**src/hw/rtl/script_line_normalizer_defines.svh**
```systemverilog
// Assertion macros used by the line normaliser RTL.
// Each macro expects signals named clk and rst_n in the scope where it is used.
`ifndef SCRIPT_LINE_NORMALIZER_DEFINES_SVH
`define SCRIPT_LINE_NORMALIZER_DEFINES_SVH

// Same-cycle implication, checked on every rising edge outside reset.
`define SLN_ASSERT_NOW(label, ante, cons) \
  label: assert property (@(posedge clk) disable iff (!rst_n) (ante) |-> (cons)) \
    else $error("line normaliser check failed");

// Next-cycle implication, checked on every rising edge outside reset.
`define SLN_ASSERT_NEXT(label, ante, cons) \
  label: assert property (@(posedge clk) disable iff (!rst_n) (ante) |=> (cons)) \
    else $error("line normaliser check failed");

`endif

```
**src/hw/rtl/sln_pkg.sv**
```systemverilog
// Package for the script line normaliser: payload structs, codes and limits.
// Used by every module of the block; depends on nothing else.
`timescale 1ns / 1ps

package sln_pkg;

  localparam int LEN_W = 8;
  localparam int NUM_W = 16;

  localparam logic [LEN_W-1:0] LINE_MAX_CHARS = 8'd128;
  localparam logic [NUM_W-1:0] LINE_NUM_MAX   = 16'hFFFF;

  localparam logic [1:0] KIND_CHAR = 2'd0;
  localparam logic [1:0] KIND_EOL  = 2'd1;
  localparam logic [1:0] KIND_EOS  = 2'd2;

  localparam logic [7:0] CH_TAB   = 8'h09;
  localparam logic [7:0] CH_NL    = 8'h0A;
  localparam logic [7:0] CH_SPACE = 8'h20;
  localparam logic [7:0] CH_QUOTE = 8'h22;
  localparam logic [7:0] CH_SEMI  = 8'h3B;

  typedef struct packed {
    logic [7:0] char_code;
    logic       end_of_stream;
  } sln_in_t;

  typedef struct packed {
    logic [1:0]       kind;
    logic [7:0]       out_char;
    logic [LEN_W-1:0] spaces_before;
    logic [LEN_W-1:0] line_length;
    logic [NUM_W-1:0] line_number;
  } sln_out_t;

  // Outcome of one step of the line logic.
  typedef struct packed {
    logic     emit;
    sln_out_t res;
  } sln_step_t;

endpackage

```
**src/hw/rtl/sln_in_stage.sv**
```systemverilog
// Input register of the script line normaliser.
// Holds one accepted transaction until the line logic consumes it; uses sln_pkg.
`timescale 1ns / 1ps

module sln_in_stage
  import sln_pkg::*;
(
  input  logic    clk,
  input  logic    rst_n,
  input  logic    in_valid,
  output logic    in_ready,
  input  sln_in_t in_data,
  input  logic    take,
  output logic    hold_valid,
  output sln_in_t hold_data
);

  logic    valid_r;
  logic    valid_nxt;
  sln_in_t data_r;

  assign in_ready   = !valid_r || take;
  assign hold_valid = valid_r;
  assign hold_data  = data_r;

  always_comb begin
    valid_nxt = valid_r;
    if (in_valid && in_ready) begin
      valid_nxt = 1'b1;
    end else if (take) begin
      valid_nxt = 1'b0;
    end
  end

  always_ff @(posedge clk) begin
    if (!rst_n) begin
      valid_r <= 1'b0;
    end else begin
      valid_r <= valid_nxt;
    end
  end

  always_ff @(posedge clk) begin
    if (in_valid && in_ready) begin
      data_r <= in_data;
    end
  end

endmodule

```
**src/hw/rtl/sln_line_core.sv**
```systemverilog
// Line state and per-character cleaning logic of the script line normaliser.
// Uses sln_pkg and the assertion macros of script_line_normalizer_defines.svh.
`timescale 1ns / 1ps
`include "script_line_normalizer_defines.svh"

module sln_line_core
  import sln_pkg::*;
(
  input  logic      clk,
  input  logic      rst_n,
  input  logic      cfg_we,
  input  logic      cfg_wdata,
  input  sln_in_t   item,
  input  logic      advance,
  output sln_step_t step
);

  logic             comments_en_r;
  logic             quote_open_r,      quote_open_nxt;
  logic             comment_skip_r,    comment_skip_nxt;
  logic [LEN_W-1:0] stored_length_r,   stored_length_nxt;
  logic [LEN_W-1:0] held_spaces_r,     held_spaces_nxt;
  logic             first_was_space_r, first_was_space_nxt;
  logic             line_open_r,       line_open_nxt;
  logic [NUM_W-1:0] lines_done_r,      lines_done_nxt;

  logic [7:0]       ch;
  logic             is_space;
  logic             finish;
  logic             keep;
  logic [NUM_W-1:0] lines_inc;

  assign ch        = (item.char_code == CH_TAB) ? CH_SPACE : item.char_code;
  assign is_space  = (ch == CH_SPACE);
  assign lines_inc = (lines_done_r != LINE_NUM_MAX) ? lines_done_r + 16'd1 : lines_done_r;

  always_comb begin
    quote_open_nxt      = quote_open_r;
    comment_skip_nxt    = comment_skip_r;
    stored_length_nxt   = stored_length_r;
    held_spaces_nxt     = held_spaces_r;
    first_was_space_nxt = first_was_space_r;
    line_open_nxt       = line_open_r;
    lines_done_nxt      = lines_done_r;
    finish              = 1'b0;
    keep                = 1'b0;
    step                = '0;
    step.res.line_number = lines_done_r;

    if (item.end_of_stream) begin
      if (line_open_r) begin
        finish = 1'b1;
      end else begin
        step.emit     = 1'b1;
        step.res.kind = KIND_EOS;
      end
    end else begin
      line_open_nxt = 1'b1;
      if (item.char_code == CH_NL) begin
        finish = 1'b1;
      end else if (!comment_skip_r) begin
        if (item.char_code == CH_QUOTE) begin
          quote_open_nxt = !quote_open_r;
          keep           = 1'b1;
        end else if (!quote_open_r && item.char_code == CH_SEMI && comments_en_r) begin
          comment_skip_nxt = 1'b1;
        end else begin
          keep = 1'b1;
        end
      end
    end

    // A second leading space is dropped, and so is anything past the line limit.
    if (keep && !(stored_length_r == 8'd1 && is_space && first_was_space_r)
        && stored_length_r < LINE_MAX_CHARS) begin
      if (stored_length_r == '0) begin
        first_was_space_nxt = is_space;
      end
      stored_length_nxt = stored_length_r + 8'd1;
      if (is_space) begin
        held_spaces_nxt = held_spaces_r + 8'd1;
      end else begin
        step.emit              = 1'b1;
        step.res.kind          = KIND_CHAR;
        step.res.out_char      = ch;
        step.res.spaces_before = held_spaces_r;
        held_spaces_nxt        = '0;
      end
    end

    if (finish) begin
      lines_done_nxt       = lines_inc;
      step.emit            = 1'b1;
      step.res.kind        = KIND_EOL;
      step.res.line_number = lines_inc;
      step.res.line_length = (stored_length_r >= held_spaces_r) ?
                             stored_length_r - held_spaces_r : '0;
      quote_open_nxt       = 1'b0;
      comment_skip_nxt     = 1'b0;
      stored_length_nxt    = '0;
      held_spaces_nxt      = '0;
      first_was_space_nxt  = 1'b0;
      line_open_nxt        = 1'b0;
    end
  end

  always_ff @(posedge clk) begin
    if (!rst_n) begin
      comments_en_r     <= 1'b1;
      quote_open_r      <= 1'b0;
      comment_skip_r    <= 1'b0;
      stored_length_r   <= '0;
      held_spaces_r     <= '0;
      first_was_space_r <= 1'b0;
      line_open_r       <= 1'b0;
      lines_done_r      <= '0;
    end else begin
      if (cfg_we) begin
        comments_en_r <= cfg_wdata;
      end
      if (advance) begin
        quote_open_r      <= quote_open_nxt;
        comment_skip_r    <= comment_skip_nxt;
        stored_length_r   <= stored_length_nxt;
        held_spaces_r     <= held_spaces_nxt;
        first_was_space_r <= first_was_space_nxt;
        line_open_r       <= line_open_nxt;
        lines_done_r      <= lines_done_nxt;
      end
    end
  end

  // Held spaces are always part of the stored length, which never passes the limit.
  `SLN_ASSERT_NOW(a_held_within_len, 1'b1, held_spaces_r <= stored_length_r)
  `SLN_ASSERT_NOW(a_len_limit, 1'b1, stored_length_r <= LINE_MAX_CHARS)
  // A comment can only be running inside an open line.
  `SLN_ASSERT_NOW(a_comment_in_line, comment_skip_r, line_open_r)
  // Ending a line clears the per-line state.
  `SLN_ASSERT_NEXT(a_eol_clears, advance && step.emit && step.res.kind == KIND_EOL,
                   stored_length_r == '0 && !line_open_r && !comment_skip_r)

endmodule

```
**src/hw/rtl/sln_out_stage.sv**
```systemverilog
// Result register of the script line normaliser.
// Holds one result transaction until the consumer takes it; uses sln_pkg.
`timescale 1ns / 1ps

module sln_out_stage
  import sln_pkg::*;
(
  input  logic     clk,
  input  logic     rst_n,
  input  logic     load,
  input  sln_out_t load_data,
  output logic     slot_free,
  output logic     out_valid,
  input  logic     out_ready,
  output sln_out_t out_data
);

  logic     valid_r;
  logic     valid_nxt;
  sln_out_t data_r;

  assign slot_free = !valid_r || out_ready;
  assign out_valid = valid_r;
  assign out_data  = data_r;

  always_comb begin
    valid_nxt = valid_r;
    if (load) begin
      valid_nxt = 1'b1;
    end else if (out_ready) begin
      valid_nxt = 1'b0;
    end
  end

  always_ff @(posedge clk) begin
    if (!rst_n) begin
      valid_r <= 1'b0;
    end else begin
      valid_r <= valid_nxt;
    end
  end

  always_ff @(posedge clk) begin
    if (load) begin
      data_r <= load_data;
    end
  end

endmodule

```
**src/hw/rtl/script_line_normalizer.sv**
```systemverilog
// The input register holds each accepted byte while the line logic works on it; a byte with a
// result loads it into the result register as the byte moves on, and the consumer takes it there.
// Throughput: one byte per cycle; bytes that give no result never wait for the output.
// The only stall comes from a full result register that the consumer does not take.
// Reset (rst_n, synchronous, active low) empties both registers, clears the line
// state and the line count, and turns comment stripping on.
`timescale 1ns / 1ps

module script_line_normalizer
  import sln_pkg::*;
(
  input  logic     clk,
  input  logic     rst_n,
  input  logic     cfg_we,
  input  logic     cfg_wdata,
  input  logic     in_valid,
  output logic     in_ready,
  input  sln_in_t  in_data,
  output logic     out_valid,
  input  logic     out_ready,
  output sln_out_t out_data
);

  logic      hold_valid;
  sln_in_t   hold_data;
  logic      slot_free;
  logic      take;
  sln_step_t step;

  // The held byte moves on unless it has a result and the result register is blocked.
  assign take = hold_valid && (!step.emit || slot_free);

  sln_in_stage u_in (
    .clk        (clk),
    .rst_n      (rst_n),
    .in_valid   (in_valid),
    .in_ready   (in_ready),
    .in_data    (in_data),
    .take       (take),
    .hold_valid (hold_valid),
    .hold_data  (hold_data)
  );

  sln_line_core u_core (
    .clk       (clk),
    .rst_n     (rst_n),
    .cfg_we    (cfg_we),
    .cfg_wdata (cfg_wdata),
    .item      (hold_data),
    .advance   (take),
    .step      (step)
  );

  sln_out_stage u_out (
    .clk       (clk),
    .rst_n     (rst_n),
    .load      (take && step.emit),
    .load_data (step.res),
    .slot_free (slot_free),
    .out_valid (out_valid),
    .out_ready (out_ready),
    .out_data  (out_data)
  );

endmodule

```
**config.mk**
```make
export PLATFORM = sky130hd
export DESIGN_NAME = script_line_normalizer
export DESIGN_NICKNAME = d
export VERILOG_FILES = /design/src/hw/rtl/sln_pkg.sv /design/src/hw/rtl/sln_in_stage.sv /design/src/hw/rtl/sln_line_core.sv /design/src/hw/rtl/sln_out_stage.sv /design/src/hw/rtl/script_line_normalizer.sv
export VERILOG_INCLUDE_DIRS = /design/src /design/src/hw/rtl
export SDC_FILE = /design/constraint.sdc
export NUM_CORES = 1
export LEC_CHECK = 0
export BUFFER_PORTS_ARGS = -buffer_cell sky130_fd_sc_hd__buf_2
export CAP_MARGIN = 0
export CORE_MARGIN = 3
export CORE_UTILIZATION = 45
export CTS_BUF_LIST = sky130_fd_sc_hd__clkbuf_8 sky130_fd_sc_hd__clkbuf_16
export CTS_CLUSTER_DIAMETER = 200
export DETAILED_ROUTE_END_ITERATION = 8
export PLACE_DENSITY = 0.63
export SYNTH_ARGS = -nofsm -noshare
export SYNTH_HDL_FRONTEND = slang
export SYNTH_SLANG_ARGS = --single-unit
export TNS_END_PERCENT = 20
```
**constraint.sdc**
```tcl
create_clock -name clk -period 9.6 [get_ports clk]
set_clock_uncertainty 0.15 [all_clocks]
set_input_delay 0.48 -clock clk [delete_from_list [all_inputs] [get_ports clk]]
set_output_delay 0.48 -clock clk [all_outputs]
set_load 0.05 [all_outputs]
```
-- After elaboration in Yosys (flattened, before gate mapping)
Index checks and enable logic that the tools add are counted.
- memories: 0
- memory bits (writable): 0
- memory bits (read-only): 0
- logic and storage cells: 106
- register bits after elaboration: 90
- output and inout port bits: 44
- bits of input ports: 15
- latch bits: 0
- reductions and logical operators: 31
- bitwise logic cells: 1
- multipliers: 0
- muxes and demuxes: 41
- order comparisons: 2
- add/subtract/negate cells: 4
- div/mod/pow operators: 0
- equality and inequality tests: 10
- shifts and indexed selects: 0
- operators with widths (kind ; number):
    $mux 8 ; 6
    $mux 19 ; 2
    $mux 16 ; 2
    $mux 1 ; 28
    $eq 8x6->1 const B ; 3
    $add 16x1->16 const B ; 1
    $add 8x1->8 const B ; 2
    $eq 8x4->1 const B ; 2
    $ne 16x16->1 const B ; 1
    $reduce_bool 2->1 ; 5
    $logic_and 1x1->1 ; 9
    $mux 3 ; 3
    $eq 8x1->1 const B ; 1
    $ge 8x8->1 ; 1
    $logic_not 8->1 ; 1
    $lt 8x8->1 const B ; 1
    $reduce_and 2->1 ; 4
    $sub 8x8->8 ; 1
    $reduce_and 3->1 ; 2
    $logic_not 1->1 ; 5
    $reduce_and 5->1 ; 1
    $ne 2x1->1 const B ; 2
    $logic_or 1x1->1 ; 3
    $ne 2x2->1 const B ; 1
    2 further kinds ; 2

-- Longest topological paths before layout
Gate-level depths: netlist of run 1.
- depth in word-level cells: 18
- depth in mapped cells: 9
- gate-level depth less buffers: 9

-- Cells and area by module
From an unflattened synthesis of run 1, not the netlist that was laid out.
- cells, all modules: 423
- area total of the unflattened synthesis: 4439.3 sq um
- by module, submodules not included (module ; area each (sq um) ; cells an instance ; instances ; sequential area each (sq um)):
    sln_line_core ; 2782.7 ; 360 ; 1 ; 740.7
    sln_out_stage ; 1310.0 ; 46 ; 1 ; 1281.2
    sln_in_stage ; 327.8 ; 14 ; 1 ; 290.3
    script_line_normalizer ; 18.8 ; 3 ; 1 ; 0.0

-- Worst setup path before layout of run 1
Ideal clock, no wire load.
- path type: reg-to-reg
- start: register u_in.data_r, in the netlist u_in.hold_data[3]
- end: register u_out.data_r, in the netlist u_out.out_data[0], enable pin
- data arrival time: 3516 ps
- library setup time: 442 ps
- required time: 9008 ps
- path buffers: 2
- stages on the path, launching flop included: 8
- path slack: 5492 ps
- clock period less this slack: 4108 ps
- cell sequence: edfxtp_1 or3_1 o41ai_2 o21a_1 buf_6 o21ai_2 clkbuf_1 nor2_1
- cells in the longest elaborated chain, start to end: 16
- elaborated cells between the ends (all ways): 27
- those cells by class: 5 x eq/ne; 11 x mux; 11 x reduce/logical
- RTL lines (what ; line ; RTL):
    start: declaration ; sln_in_stage.sv:20 ; sln_in_t data_r;
    start signal: assignment ; sln_in_stage.sv:45 ; data_r <= in_data;
    $eq 8x6->1 ; sln_line_core.sv:65 ; end else if (!quote_open_r && item.char_code == CH_SEMI && comments_en_r) begin
    $logic_and 1x1->1 (2 in series) ; sln_line_core.sv:65 ;
    $mux 1 ; sln_line_core.sv:65 ;
    $mux 1 ; sln_line_core.sv:62 ; if (item.char_code == CH_QUOTE) begin
    $mux 1 ; sln_line_core.sv:61 ; end else if (!comment_skip_r) begin
    $mux 1 ; sln_line_core.sv:59 ; if (item.char_code == CH_NL) begin
    $mux 1 ; sln_line_core.sv:50 ; if (item.end_of_stream) begin
    $logic_and 1x1->1 ; sln_line_core.sv:74 ; if (keep && !(stored_length_r == 8'd1 && is_space && first_was_space_r)
    $logic_and 1x1->1 ; sln_line_core.sv:75 ; && stored_length_r < LINE_MAX_CHARS) begin
    $mux 19 ; sln_line_core.sv:74 ;
    $mux 3 (*) ; sln_line_core.sv:91 ; if (finish) begin
    $logic_not 1->1 ; script_line_normalizer.sv:31 ; assign take = hold_valid && (!step.emit || slot_free);
    $logic_or 1x1->1 ; script_line_normalizer.sv:31 ;
    $logic_and 1x1->1 ; script_line_normalizer.sv:31 ;
    $logic_and 1x1->1 (*) ; script_line_normalizer.sv:57 ; .load (take && step.emit),
    net u_out.load ; sln_out_stage.sv:10 ; input logic load,
    end signal: assignment ; sln_out_stage.sv:45 ; data_r <= load_data;
    end: declaration ; sln_out_stage.sv:20 ; sln_out_t data_r;
Mark *: on every way through the listed nets, which the timed path passes. The rest lies on a longest branch.
A chain may end at the register's enable or synchronous reset.

-- Worst setup path after layout of run 1
- start: register u_in.data_r, in the netlist u_in.hold_data[1]
- end: register u_out.data_r, in the netlist u_out.out_data[32], enable pin
The elaborated chain is that of the path after synthesis.

==> results of run 1 <==
-- state kept, by name (all words and copies together) (netlist names) --
signal	cells
u_core.comment_skip_r	1
u_core.comments_en_r	1
u_core.first_was_space_r	1
u_core.held_spaces_r	8
u_core.line_open_r	1
u_core.lines_done_r	16
u_core.quote_open_r	1
u_core.stored_length_r	8
u_in.hold_data	9
u_in.hold_valid	1
u_out.out_data	42
u_out.out_valid	1
-- per-stage QoR --
| stage | utilization, % | worst slack (ns) | hold slack, ns | std cells |
|---|---|---|---|---|
| floorplan | - | 5.49 | 0.290 | 420 |
| global placement | 51.0 | 5.79 | 0.308 | 590 |
| detailed placement | 51.0 | 5.65 | 0.313 | 590 |
| CTS | 53.2 | 5.61 | 0.121 | 606 |
| global route | 53.2 | 5.20 | 0.124 | 606 |
| finish | 53.2 | 5.62 | 0.128 | 606 |
-- Yosys cell counts, types with 3 or more instances --
library cell	count	area (um2)
or3_1	14	87.6
edfxtp_1	51	1530
clkbuf_1	11	41.3
or4_1	5	37.5
nand4_1	8	50.1
nand3_1	14	70.1
inv_1	21	78.8
nor2_1	22	82.6
nor3_1	12	60.1
nor4_1	14	87.6
ha_1	13	163
o2111ai_1	3	26.3
a211oi_1	8	60.1
nor2b_1	3	18.8
xnor2_1	9	78.8
o31ai_1	3	22.5
dfxtp_1	39	781
o22ai_1	3	18.8
mux2i_1	4	40.0
xor2_1	12	105
nand2b_1	6	37.5
a31oi_1	5	31.3
a21oi_1	25	125
a21o_1	3	22.5
o211ai_1	7	52.6
nand2_1	30	113
and3_1	10	62.6
and4_1	3	26.3
o21ai_0	16	80.1
buf_2	6	30.0
o21a_1	4	30.0
and2_1	9	56.3
-- final cells by class --
| class | instances | area share (%) |
|---|---|---|
| flip-flops and latches | 90 | 46.4 |
| multi-input cells | 290 | 38.5 |
| repair buffers | 60 | 6.13 |
| well taps | 129 | 3.24 |
| clock buffers | 9 | 2.49 |
| clock inverters | 7 | 1.68 |
| inverters | 21 | 1.58 |
-- cell families (layout without fill, tap and decap cells) --
family                     after synthesis  count (layout)  synth area share, %
adders and majority gates               14              14                 4.16
xor gates and xnor gates                21              21                 4.19
muxes                                    6               6                 1.43
DFF                                     90              90                 52.7
AOI/OAI and AO/OA                       94              94                 14.8
and+or+nand+nor                        155             155                 19.0
buffers and inverters                   40              97                 3.76
-- layout by cell type (no fill, tap or decap), drive strengths merged, types with 3 or more instances in the layout --
cell type  Yosys  routed
a2111oi        3       3
o211ai         7       7
nand4          8       8
and4           3       3
o21a           4       4
buf            8      60
inv           21      25
a211oi         9       9
and2           9       9
or3           14      14
a31oi          5       5
a21oi         25      25
mux2i          4       4
edfxtp        51      51
o21ai         17      17
xnor2          9       9
xor2          12      12
a21o           3       3
ha            13      13
nor2b          3       3
nand2b         6       6
nand2         30      30
o31ai          4       4
o2111ai        3       3
or4            5       5
o22ai          3       3
nor3          12      12
nor4          14      14
dfxtp         39      39
nor2          22      22
clkbuf        11       9
and3          10      10
nand3         14      14
-- critical path: cells and delay by family (launching register included) --
family | cells | cell delay (ns)
AO/OA/AOI/OAI | 3 | 1.53
AND/OR/NAND/NOR | 2 | 1.37
flip-flops | 1 | 0.50
-- report_power, final --
group | total, mW | internal (mW) | switching [mW]
Combinational | 0.0674 | 0.0142 | 0.0532
Sequential | 0.425 | 0.419 | 0.00641
Clock | 0.278 | 0.125 | 0.152
-- metal layers --
| layer | vias to the layer above | share of wire [%] | GRT usage [%] |
|---|---|---|---|
| li1 | 1688 | - | - |
| met1 | 1596 | 48 | 24.9 |
| met2 | 95 | 46 | 28.1 |
| met5 | - | 0 | 0 |
| met4 | 0 | 1.3 | 6.09 |
| met3 | 10 | 5.0 | 2.78 |
-- worst max-delay path by stage --
stage                    endpoint  slack (ns)  depth (start not counted)
3_3_place_gp   u_out.out_data[23]        5.79                          5
4_1_cts        u_out.out_data[29]        5.61                          5
2_1_floorplan   u_out.out_data[0]        5.49                          7
6_report       u_out.out_data[32]        5.62                          5
5_1_grt        u_out.out_data[28]        5.20                          5
3_5_place_dp   u_out.out_data[23]        5.65                          5
==> results.cfg, run 1 <==
[status]
outcome = finished clean

[floorplan]
core_um2 = 9370
dieWidth_um = 105
start_util_pct = 46.8
io_pins = 59
row_count = 35
die-area_um2 = 11000
die_h_um = 105

[setup_path]
cp.arrival_ns = 3.82
r2r-start = u_in.hold_data[1]
critical_path.slowest_cell = nor2_4
cp-start-kind = register
critPathMaxStageDelay_ns = 0.92
crit_path_end_kind = register
timing.rr.end = u_out.out_data[32]
crit_start = u_in.hold_data[1]
reg2reg_slack_ns = 5.62
cp.required_ns = 9.44
cp_max_fo = 42
path_class = reg -> reg
crit_chain = or3b_1 -> a211oi_2 -> o21a_1 -> o21ai_2 -> nor2_4
r2r_cells = 5

[finish]
area_growth_pct = 13.6
fillers = 864
final_area_um2 = 4980
drive_above_1_share_pct = 18.4
multiInputGateArea_um2 = 1920
antenna_cells = 0
num-nets-final = 501
seq_area_um2 = 2310

[global_route]
antenna_found_initial = 0
grt_start_max_net_pins = 43
overflow = 0
grtUsageTotal_pct = 17.8
grt_pass1_wl_mm = 15.8
grt_pass1_vias = 3264

[clocking]
postCtsSetupRepairBufs = 0
clk_pin_slew_ns = 0.10
htree_num_levels = 3
insertion_delay_ns = 0.37
cts_hold_buf = 0
clock_sinks = 90
root_buffer = clkbuf_8
ctsResizeCount = 0
cts-buffers-inserted = 9
cts_tree = done
clock_path_buffers = 2

[synthesis]
syn_area_per_cell_um2 = 10.4
ys_seq_area_share_pct = 52.7
netlist_instances = 420
yosysWarningCount = 0
ys_types = 54
synthesis.nets = 449
ys.flop_type = edfxtp_1
netlist_area_um2 = 4390
ys_async_sr_fraction_pct = 0
synth_edf_count = 51
synth-seq-cells = 90

[sta]
tightest_slew_ns = 1.19
fin_tns_setup_ns = 0
max_freq_mhz = 251
period_needed_ns = 3.98
hold_violations = 0
period_share_pct = 41.4
rsz0062_at_grt = no
slew_viol_final = 0
slew_headroom_pct = 20.3
setup_violations = 0

[drt]
post_drt_wl_per_cell_um = 15.8
routed_wl_mm = 9.58
drt_iter0_drc = 144
vias = 3389
firstDrtPassIters = 4
viasPerCell = 5.59
drcViolationCount = 0
ant_nets = 0

[hold_path]
hold_start = in_data[3]
holdPathEnd = u_in.hold_data[3]
hold_depth = 1
hold_path_class = in -> reg

[placement]
routabilityCongestion = 0.880
hpwl_mm = 6.64
placedInstanceArea_um2 = 4780
io_buffers = 58

[power_and_ir_drop]
p_per_area_nw_per_um2 = 155
p_leak_nw = 1.80
max-vdd-ir-drop_uv = 94.1
total_power_uw = 770

[job]
cap_violations = 0
Note: power is estimated with default switching activity, not from simulation.
==> run 2, diff against run 1 <==
Settings changed: PLACE_DENSITY 0.63 to 0.65.
Clock period 9.6 ns to 3.6 ns, I/O delays scaled along.
==> results.cfg, run 2 (synthesis results as in run 1) <==
[power_and_ir_drop]
p_int_mw = 1.56
max-vdd-ir-drop_uv = 232
sw_frac_of_total_pct = 25.9
total_power_mw = 2.11
p_per_area_nw_per_um2 = 407
switchingPower_uw = 546
clockPowerShare_pct = 37.0
pwr-share-comb_pct = 9.3
p_leak_nw = 1.89
seq_power_share_pct = 53.7

[global_route]
grt_pass1_vias = 3351
grt_pass1_wl_mm = 15.8
grtUsageTotal_pct = 17.7
antenna_found_initial = 0
overflow = 0
grt_start_max_net_pins = 30

[clocking]
insertion_delay_ns = 0.37
postCtsSetupRepairBufs = 0
clk_pin_slew_ns = 0.10
htree_num_levels = 3
root_buffer = clkbuf_8
cts-buffers-inserted = 9
clock_sinks = 90
clock_path_buffers = 2
cts_tree = done

[drt]
vias = 3514
ant_nets = 0
firstDrtPassIters = 5
drt_iter0_drc = 184
drcViolationCount = 0
post_drt_wl_per_cell_um = 15.3
viasPerCell = 5.63
routed_wl_mm = 9.53

[hold_path]
hold_depth = 2
hold_path_class = in -> reg

[floorplan]
core_um2 = 9370
io_pins = 59
start_util_pct = 46.8
die_h_um = 105
die-area_um2 = 11000
row_count = 35
dieWidth_um = 105

[setup_path]
crit_chain = or3_1 -> o41ai_2 -> o21a_1 -> o221ai_2 -> or4_1 -> a21oi_1
cp-start-kind = register
cp_max_fo = 25
critical_path.slowest_cell = or4_1
crit_buf_inv = 0
crit_cells = 6
cp.arrival_ns = 3.27
cp.required_ns = 3.75
path_delay_family = compound AO/OA/AOI/OAI gates
r2r_cells = 6
critPathMaxStageDelay_ns = 0.62
crit_path_end_kind = register
path_class = reg -> reg

[sta]
max_freq_mhz = 321
fin_tns_setup_ns = 0
period_needed_ns = 3.11
hold_violations = 0
slew_viol_final = 0
period_share_pct = 86.5
setup_violations = 0
rsz0062_at_grt = no
slew_headroom_pct = 36.7
tightest_slew_ns = 0.950

[finish]
layout_commonest_cell = buf_2
antenna_cells = 0
largest_reg_flops = 42
drive_above_1_share_pct = 18.8
num-nets-final = 519
area_growth_pct = 18.1
instances_no_fill = 624
fillers = 831
final_cell_mix = 58 x buf_2, 51 x edfxtp_1, 39 x dfxtp_1

[status]
outcome = finished clean

[placement]
dp_cells = 595
io_buffers = 58
routabilityCongestion = 0.882
hpwl_mm = 6.60

[job]
cap_violations = 0
run 2: cell count changes in the layout (fill, tap and decap cells not counted), sizes merged:
| cell | delta |
|---|---|
| bufinv | +1 |
| buf | +5 |
| dlygate4sd3 | +13 |
| clkinvlp | +1 |
| inv | -3 |
| clkinv | +1 |
run 2: layout make-up:
type                       count  area [um2]  area share, %
sequential                    90        2310           44.6
multi-input combinational    290        1920           37.0
timing repair buffer          78         485           9.37
tap                          129         161           3.12
clock buffer                   9         124           2.39
clock inverter                 7         101           1.96
inverter                      21        78.8           1.52
run 2: timing repair:
| item | in CTS | in global routing |
|---|---|---|
| endpoints found under the hold margin | 11 | 0 |
| hold buffers | 13 | 0 |
| gates resized for setup | 0 | 0 |
run 2: final timing paths:
check,endpoint,start,slack [ns]
max,u_core.stored_length_r[5],u_in.hold_data[3],0.49
min,u_core.stored_length_r[7],rst_n,0.07
max reg2reg,u_core.stored_length_r[5],u_in.hold_data[3],0.49
min reg2reg,u_core.first_was_space_r,u_core.first_was_space_r,0.33
run 2: power groups by stage:
stage	Sequential [mW]	Clock, mW	Combinational (mW)
after CTS	1.13	0.790	0.197
after floorplan	1.23	0	0.0576
after detailed placement	1.16	0	0.185
after global routing	1.14	0.834	0.210
final	1.13	0.780	0.196
after global placement	1.16	0	0.184
run 2: through the flow:
stage,area (um2),setup WS [ns],util [%],hold slack (ns)
4_1_cts,5180,0.515,55.3,0.0554
6_report,5180,0.485,55.3,0.0690
2_1_floorplan,4390,0.186,-,0.129
5_1_grt,5180,0.247,55.3,0.0661
3_3_place_gp,4830,0.610,51.5,0.211
3_5_place_dp,4830,0.557,51.5,0.208
run 2: metal layers:
layer / part of all wire, % / wire (um) / GRT usage [%]
met1: 48 / 4580 / 24.5
met2: 46 / 4380 / 28.1
met3: 4.5 / 430 / 2.66
met4: 1.5 / 145 / 6.75
met5: 0 / 0 / 0
